`config.mk`:
```
export PLATFORM = sky130hd
export DESIGN_NAME = throttle_filter_voltage_ramp_top
export DESIGN_NICKNAME = d
export VERILOG_FILES = /design/src/rtl/tfvr_pkg.sv /design/src/rtl/tfvr_lpf.sv /design/src/rtl/throttle_filter_voltage_ramp_top.sv
export SDC_FILE = /design/constraint.sdc
export NUM_CORES = 2
export LEC_CHECK = 0
export BUFFER_PORTS_ARGS = -buffer_cell sky130_fd_sc_hd__clkbuf_2
export CAP_MARGIN = 20
export CORE_MARGIN = 2
export CORE_UTILIZATION = 60
export CTS_BUF_LIST = sky130_fd_sc_hd__clkbuf_8 sky130_fd_sc_hd__clkbuf_16
export CTS_CLUSTER_DIAMETER = 200
export DETAILED_ROUTE_END_ITERATION = 12
export PLACE_DENSITY = 0.87
export SYNTH_ARGS = -nofsm -noshare
export SYNTH_HDL_FRONTEND = slang
export SYNTH_SLANG_ARGS = --single-unit
```
`constraint.sdc`:
```
create_clock -name clk -period 10.9 [get_ports clk]
set_input_delay 0 -clock clk [delete_from_list [all_inputs] [get_ports clk]]
set_output_delay 0 -clock clk [all_outputs]
set_load 0.01 [all_outputs]
```
`src/rtl/tfvr_pkg.sv`:
```
// Shared widths, register indexes and reset values for the throttle
// filter and voltage ramp block. No dependencies.
package tfvr_pkg;

    // Raw ADC word and Q15 widths
    localparam int RAW_W   = 16;
    localparam int Q15_W   = 15;
    localparam int CMD_W   = 16;
    localparam int ALPHA_W = 15;
    localparam int STEP_W  = 10;
    localparam int LIMIT_W = 15;

    localparam int SAMPLE_BITS_DEF = 16;

    // Stream payload widths (padded to whole bytes)
    localparam int IN_TDATA_W  = 56;
    localparam int OUT_TDATA_W = 64;

    // Configuration port
    localparam int CFG_INDEX_W = 3;
    localparam int CFG_DATA_W  = 15;

    localparam logic [CFG_INDEX_W-1:0] REG_FILTER_ALPHA     = 3'd0;
    localparam logic [CFG_INDEX_W-1:0] REG_RAMP_STEP        = 3'd1;
    localparam logic [CFG_INDEX_W-1:0] REG_CLAMP_ENABLE     = 3'd2;
    localparam logic [CFG_INDEX_W-1:0] REG_VOLTAGE_LIMIT    = 3'd3;
    localparam logic [CFG_INDEX_W-1:0] REG_STOP_THRESHOLD   = 3'd4;
    localparam logic [CFG_INDEX_W-1:0] REG_REQUIRE_OBSERVER = 3'd5;

    localparam logic [ALPHA_W-1:0] FILTER_ALPHA_RST   = 15'd3277;
    localparam logic [STEP_W-1:0]  RAMP_STEP_RST      = 10'd50;
    localparam logic               CLAMP_ENABLE_RST   = 1'b1;
    localparam logic [LIMIT_W-1:0] VOLTAGE_LIMIT_RST  = 15'd15000;
    localparam logic [Q15_W-1:0]   STOP_THRESHOLD_RST = 15'd2000;
    localparam logic               REQUIRE_OBS_RST    = 1'b0;

    // Output tdata bit positions of the two stop flags
    localparam int OUT_STOP_BIT   = 62;
    localparam int OUT_ENABLE_BIT = 63;

endpackage

```
`src/rtl/tfvr_lpf.sv`:
```
// One Q15 first-order low-pass channel with its own state register.
// Depends on tfvr_pkg.
module tfvr_lpf #(
    parameter int SAMPLE_BITS = tfvr_pkg::SAMPLE_BITS_DEF
) (
    input  logic                         clk,
    input  logic                         rst_n,
    input  logic                         en,
    input  logic [SAMPLE_BITS-1:0]       raw,
    input  logic [tfvr_pkg::ALPHA_W-1:0] alpha,
    output logic [tfvr_pkg::Q15_W-1:0]   y
);
    import tfvr_pkg::*;

    logic [RAW_W-1:0]       raw_left;
    logic [Q15_W-1:0]       x_q15;
    logic signed [Q15_W:0]  diff;
    logic signed [31:0]     prod;
    logic signed [31:0]     prod_rnd;
    logic signed [Q15_W+1:0] delta;
    logic signed [Q15_W+1:0] y_sum;
    logic [Q15_W-1:0]       y_reg;
    logic [Q15_W-1:0]       y_next;

    // Left-align the sample, then halve into Q15
    assign raw_left = RAW_W'(raw) << (RAW_W - SAMPLE_BITS);
    assign x_q15    = raw_left[RAW_W-1:1];

    // y = prev + round(alpha * (x - prev) / 2^15), same as the weighted sum form
    assign diff     = $signed({1'b0, x_q15}) - $signed({1'b0, y_reg});
    assign prod     = $signed({1'b0, alpha}) * diff;
    assign prod_rnd = prod + 32'sd16384;
    assign delta    = (Q15_W+2)'(prod_rnd >>> 15);
    assign y_sum    = $signed({2'b00, y_reg}) + delta;
    assign y_next   = y_sum[Q15_W-1:0];

    always_ff @(posedge clk or negedge rst_n)
    begin
        if (!rst_n)
        begin
            y_reg <= '0;
        end
        else if (en)
        begin
            y_reg <= y_next;
        end
    end

    assign y = y_reg;

endmodule

```
`src/rtl/throttle_filter_voltage_ramp_top.sv`:
```
// Throttle, brake and bus-voltage conditioning with a slewed q-axis voltage
// command. Depends on tfvr_pkg and tfvr_lpf.
//
//  Channel  | Direction | Handshake          | Contents
//  ---------+-----------+--------------------+------------------------------------
//  s_axis   | in        | s_tvalid/s_tready  | three raw ADC words + motor flags
//  m_axis   | out       | m_tvalid/m_tready  | three filtered words, command, flags
//  cfg      | in        | cfg_we             | six registers, write only
//
// Three register stages: input register, filter stage (holds filter state),
// result register (ramp, clamp and stop test). One transaction can be
// accepted every cycle while the output is not stalled. The filter recurrence
// closes in the filter stage, the command recurrence in the ramp stage. Reset
// clears valids, filter and command state, and loads the default register
// values. A stall on the output fills empty stages first; s_tready falls only
// when all three hold.
module throttle_filter_voltage_ramp_top #(
    parameter int SAMPLE_BITS = tfvr_pkg::SAMPLE_BITS_DEF
) (
    input  logic                              clk,
    input  logic                              rst_n,
    // s_tdata: throttle_raw[15:0], brake_raw[31:16], vbus_raw[47:32],
    //          motor_running[48], motor_stopped[49], observer_locked[50], zero pad
    input  logic                              s_tvalid,
    output logic                              s_tready,
    input  logic [tfvr_pkg::IN_TDATA_W-1:0]   s_tdata,
    // m_tdata: throttle_filtered[14:0], brake_filtered[29:15],
    //          vbus_filtered[44:30], voltage_command[60:45],
    //          current_ref_clear[61], stop_request[62], motor_enable[63]
    output logic                              m_tvalid,
    input  logic                              m_tready,
    output logic [tfvr_pkg::OUT_TDATA_W-1:0]  m_tdata,
    // Configuration writes
    input  logic                              cfg_we,
    input  logic [tfvr_pkg::CFG_INDEX_W-1:0]  cfg_index,
    input  logic [tfvr_pkg::CFG_DATA_W-1:0]   cfg_data
);
    import tfvr_pkg::*;

    // ---------------- configuration registers ----------------
    logic [ALPHA_W-1:0] alpha_reg;
    logic [STEP_W-1:0]  step_reg;
    logic               clamp_reg;
    logic [LIMIT_W-1:0] limit_reg;
    logic [Q15_W-1:0]   thresh_reg;
    logic               req_obs_reg;

    always_ff @(posedge clk or negedge rst_n)
    begin
        if (!rst_n)
        begin
            alpha_reg   <= FILTER_ALPHA_RST;
            step_reg    <= RAMP_STEP_RST;
            clamp_reg   <= CLAMP_ENABLE_RST;
            limit_reg   <= VOLTAGE_LIMIT_RST;
            thresh_reg  <= STOP_THRESHOLD_RST;
            req_obs_reg <= REQUIRE_OBS_RST;
        end
        else if (cfg_we)
        begin
            unique case (cfg_index)
                REG_FILTER_ALPHA:     alpha_reg   <= cfg_data[ALPHA_W-1:0];
                REG_RAMP_STEP:        step_reg    <= cfg_data[STEP_W-1:0];
                REG_CLAMP_ENABLE:     clamp_reg   <= cfg_data[0];
                REG_VOLTAGE_LIMIT:    limit_reg   <= cfg_data[LIMIT_W-1:0];
                REG_STOP_THRESHOLD:   thresh_reg  <= cfg_data[Q15_W-1:0];
                REG_REQUIRE_OBSERVER: req_obs_reg <= cfg_data[0];
                default:              ; // unused indexes: drop the write
            endcase
        end
    end

    // ---------------- pipeline control ----------------
    logic v0_reg, v1_reg, out_v_reg;
    logic en_out;   // filter stage -> result register
    logic en_flt;   // input register -> filter stage
    logic accept;

    assign en_out   = v1_reg && (!out_v_reg || m_tready);
    assign en_flt   = v0_reg && (!v1_reg || en_out);
    assign s_tready = !v0_reg || en_flt;
    assign accept   = s_tvalid && s_tready;

    always_ff @(posedge clk or negedge rst_n)
    begin
        if (!rst_n)
        begin
            v0_reg    <= 1'b0;
            v1_reg    <= 1'b0;
            out_v_reg <= 1'b0;
        end
        else
        begin
            if (accept)
                v0_reg <= 1'b1;
            else if (en_flt)
                v0_reg <= 1'b0;

            if (en_flt)
                v1_reg <= 1'b1;
            else if (en_out)
                v1_reg <= 1'b0;

            if (en_out)
                out_v_reg <= 1'b1;
            else if (m_tready)
                out_v_reg <= 1'b0;
        end
    end

    // ---------------- input register ----------------
    logic [SAMPLE_BITS-1:0] thr_raw_reg, brk_raw_reg, vbus_raw_reg;
    logic                   run0_reg, stp0_reg, lck0_reg;

    // Only the low SAMPLE_BITS of each word carry information
    always_ff @(posedge clk)
    begin
        if (accept)
        begin
            thr_raw_reg  <= s_tdata[SAMPLE_BITS-1:0];
            brk_raw_reg  <= s_tdata[RAW_W+SAMPLE_BITS-1:RAW_W];
            vbus_raw_reg <= s_tdata[2*RAW_W+SAMPLE_BITS-1:2*RAW_W];
            run0_reg     <= s_tdata[3*RAW_W];
            stp0_reg     <= s_tdata[3*RAW_W+1];
            lck0_reg     <= s_tdata[3*RAW_W+2];
        end
    end

    // ---------------- filter stage ----------------
    // The filter state registers are the stage payload.
    logic [Q15_W-1:0] thr_f, brk_f, vbus_f;
    logic             run1_reg, stp1_reg, lck1_reg;

    tfvr_lpf #(.SAMPLE_BITS(SAMPLE_BITS)) u_lpf_thr (
        .clk(clk), .rst_n(rst_n), .en(en_flt), .raw(thr_raw_reg),
        .alpha(alpha_reg), .y(thr_f)
    );
    tfvr_lpf #(.SAMPLE_BITS(SAMPLE_BITS)) u_lpf_brk (
        .clk(clk), .rst_n(rst_n), .en(en_flt), .raw(brk_raw_reg),
        .alpha(alpha_reg), .y(brk_f)
    );
    tfvr_lpf #(.SAMPLE_BITS(SAMPLE_BITS)) u_lpf_vbus (
        .clk(clk), .rst_n(rst_n), .en(en_flt), .raw(vbus_raw_reg),
        .alpha(alpha_reg), .y(vbus_f)
    );

    always_ff @(posedge clk)
    begin
        if (en_flt)
        begin
            run1_reg <= run0_reg;
            stp1_reg <= stp0_reg;
            lck1_reg <= lck0_reg;
        end
    end

    // ---------------- ramp stage ----------------
    logic signed [CMD_W-1:0] cmd_reg;
    logic signed [CMD_W-1:0] cmd_next;
    logic signed [CMD_W+1:0] cmd_wide;
    logic signed [CMD_W+1:0] stepped;
    logic signed [CMD_W+1:0] clamped;
    logic signed [CMD_W+1:0] lim_pos;
    logic signed [CMD_W+1:0] lim_neg;
    logic signed [CMD_W+1:0] target;
    logic signed [CMD_W+1:0] step_s;
    logic                    ramp_on;
    logic                    stop;

    assign ramp_on  = run1_reg && (!req_obs_reg || lck1_reg);
    assign cmd_wide = (CMD_W+2)'(cmd_reg);
    assign target   = $signed({3'b000, thr_f});
    assign step_s   = $signed({8'b0, step_reg});
    assign lim_pos  = $signed({3'b000, limit_reg});
    assign lim_neg  = -lim_pos;

    // Step toward the filtered throttle; a short distance still takes a full step
    always_comb
    begin
        priority if (target > cmd_wide)
            stepped = cmd_wide + step_s;
        else if (target < cmd_wide)
            stepped = cmd_wide - step_s;
        else
            stepped = cmd_wide;
    end

    // Optional clamp to +/- limit, then int16 saturation
    always_comb
    begin
        clamped = stepped;
        if (clamp_reg)
        begin
            priority if (stepped > lim_pos)
                clamped = lim_pos;
            else if (stepped < lim_neg)
                clamped = lim_neg;
        end
        priority if (clamped > 18'sd32767)
            cmd_next = 16'sh7FFF;
        else if (clamped < -18'sd32768)
            cmd_next = 16'sh8000;
        else
            cmd_next = clamped[CMD_W-1:0];
    end

    assign stop = (thr_f < thresh_reg) && !stp1_reg;

    // Command state: hold unless ramping runs on this transaction
    always_ff @(posedge clk or negedge rst_n)
    begin
        if (!rst_n)
            cmd_reg <= '0;
        else if (en_out && ramp_on)
            cmd_reg <= cmd_next;
    end

    // ---------------- result register ----------------
    logic [OUT_TDATA_W-1:0] out_data_reg;

    always_ff @(posedge clk)
    begin
        if (en_out)
        begin
            out_data_reg <= {!stop, stop, ramp_on,
                             (ramp_on ? cmd_next : cmd_reg),
                             vbus_f, brk_f, thr_f};
        end
    end

    assign m_tvalid = out_v_reg;
    assign m_tdata  = out_data_reg;

endmodule

```
==> impl_metrics.tcl <==
set metrics [dict create \
    status "finished clean" \
    use_met1_pct 38.6 \
    drc 0 \
    reg2reg_from "u_lpf_brk.y[0]" \
    skew_ns 0.0101 \
    finalCriticalPeriod_ns 10.38 \
    ys_seq_elements 236 \
    drt-vias-per-instance 5.81 \
    whs_path_depth 2 \
    post-route-period-util_pct 95.2 \
    port_buffers 136 \
    synth_cell_types 85 \
    gr-usage-met3_pct 4.77 \
    grt_max_degree 73 \
    max-cap-violations 0 \
    holdWs_ns 0.127 \
    first_global_vias 32200 \
    first_pass_iters 6 \
    finalSetupViolCount 0 \
    track_usage_pct 30.4 \
    core_area_um2 63100 \
    insertion_delay_ns 0.59 \
    syn_area_um2 38300 \
    cp.required_ns 11.34 \
    slowest_delay_ns 0.72 \
    cts.path.max_buffers 3 \
    relSlewSlack_pct 22.0 \
    mostFrequentLayoutCell "inv_1" \
    boundaryPins 145 \
    synthFlopType "edfxtp_1" \
    wire_per_inst_um 18.9 \
    ys_async_sr_fraction_pct 51.3 \
    grt_busiest_layer "met2" \
    num-nets-final 5419 \
    wirelength_um 97600 \
    fillers 4801 \
    dp_hpwl_um 73400 \
    largest_reg_flops 64 \
    gp_congestion 0.962 \
    yosysWarnings 0 \
    initial_utilization_pct 60.7 \
    placed_cells 5036 \
    die_area_um2 65800 \
    synth_seq_area_share_pct 17.0 \
    drtAntennaViolNets 0 \
    gr-total-overflow 0 \
    slew_violations 0 \
    worst_pin_slew_ns 1.17 \
    fp-row-count 92 \
    die_w_um 257 \
    min_path_type "input pin to flop" \
    cts_buffers 26 \
    hold_violations 0 \
    grt_pass1_wl_um 162000 \
    clk_pin_slew_ns 0.06 \
    worstHoldEndpoint "vbus_raw_reg[14]" \
    rr_worst_depth 44 \
    syn-num-nets 5253 \
    synth_cells 4130 \
    area_delta_synth_final_pct 9.37 \
    drtIter0Drc 2151 \
    critPathSlowestCell "a2111oi_0" \
    crit_top_cell "fa_1" \
    max_freq_mhz 96.3 \
    ff2ff_setup_slack_ns 0.52 \
    antenna_found_initial 2 \
    synth_area_per_cell_um2 9.27 \
    criticalPathCategory "flop to flop" \
    use_met2_pct 51.9 \
    cp_data_arrival_time_ns 10.82 \
    cp_max_fo 15 \
    drive_gt1_share_pct 8.92 \
    cts_tree "built" \
    htreeDepth 1 \
    final_cell_mix "inv_1, fa_1, ha_1, nand2_1, and2_1" \
    cts.sinks 236 \
    r2r-end "u_lpf_brk.y[13]" \
    clock-root-buffer "clkbuf_16" \
    critPathLaunchType "flop" \
    dr_total_vias 30000 \
    synth_edf_count 115 \
    min_from "s_tdata[46]" \
    die_h_um 257 \
    endpoint_kind "flop" \
    layout.cells.non_filler 5163 \
]
## logic make-up after synthesis
kind of cell / share of synthesized area, %
adder cells (fa/ha/maj): 44.9
AND/OR/NAND/NOR: 16.0
flip-flops: 17.0
buffers and inverters: 9.23
XOR/XNOR: 2.99
AO/OA/AOI/OAI: 8.59
multiplexers: 1.31
## metal layers
| metal | up-vias | wire, um |
|---|---|---|
| li1 | 13500 | - |
| met1 | 14900 | 37700 |
| met2 | 1332 | 47800 |
| met3 | 327 | 8010 |
| met4 | 2 | 4170 |
| met5 | - | 7 |
## synthesized netlist by cell type (40+ instances only)
cell,number,area [um^2]
nand3_1,42,210
nand2_1,471,1770
mux2_2,40,450
nand2b_1,52,325
dfrtp_1,97,2430
and2_1,283,1770
nor2_1,161,604
o21ai_0,130,651
xnor2_1,94,823
nor3_1,46,230
inv_1,778,2920
nor2b_1,87,544
ha_1,496,6210
edfxtp_1,115,3450
fa_1,548,11000
clkbuf_1,152,571
a21o_1,47,353
a21oi_1,101,505
## critical path: cells and delay by family, from the launching register on
family          cells  cell delay, ns
buf+inv             6            0.48
fa+ha+maj          10            3.92
xor+xnor            3            0.52
compound gates     19            4.12
simple gates        6            0.76
flops               1            0.41
## per-stage QoR
stage	setup TNS [ns]	util (%)	area [um^2]	worst slack (ns)
floorplan	0	-	38300	1.21
global placement	0	63.6	40100	0.728
detailed placement	0	63.6	40100	0.475
CTS	0	66.2	41800	0.396
global route	-0.0409	66.4	41900	-0.0409
finish	0	66.4	41900	0.519
## final cells by class
type	instances	area [um^2]	area share (%)
Multi-Input combinational cell	2955	28400	67.7
Tap cell	846	1060	2.53
Antenna cell	1	2.50	0.00598
Clock inverter	21	208	0.496
Timing Repair Buffer	297	2130	5.10
Clock buffer	27	664	1.59
Inverter	780	2930	6.99
Sequential cell	236	6510	15.6
## worst max path at each step
stage	startpoint	endpoint	slack [ns]	cells after the start
2_1_floorplan	u_lpf_brk.y[0]	u_lpf_brk.y[14]	1.21	48
3_3_place_gp	u_lpf_thr.y[0]	u_lpf_thr.y[14]	0.73	44
3_5_place_dp	u_lpf_brk.y[0]	u_lpf_brk.y[14]	0.47	48
4_1_cts	u_lpf_brk.y[0]	u_lpf_brk.y[14]	0.40	48
5_1_grt	thr_raw_reg[1]	u_lpf_thr.y[14]	-0.04	47
6_report	u_lpf_brk.y[0]	u_lpf_brk.y[13]	0.52	44
## timing repair
action,4_1_cts,5_1_grt
hold endpoints to repair,160,0
hold buffers,76,0
setup endpoints to repair,0,6
resized for setup,0,29
buffers inserted,0,1
Power is not shown: default switching activity piles up to over one toggle a cycle in this logic, so the estimate is an artifact.
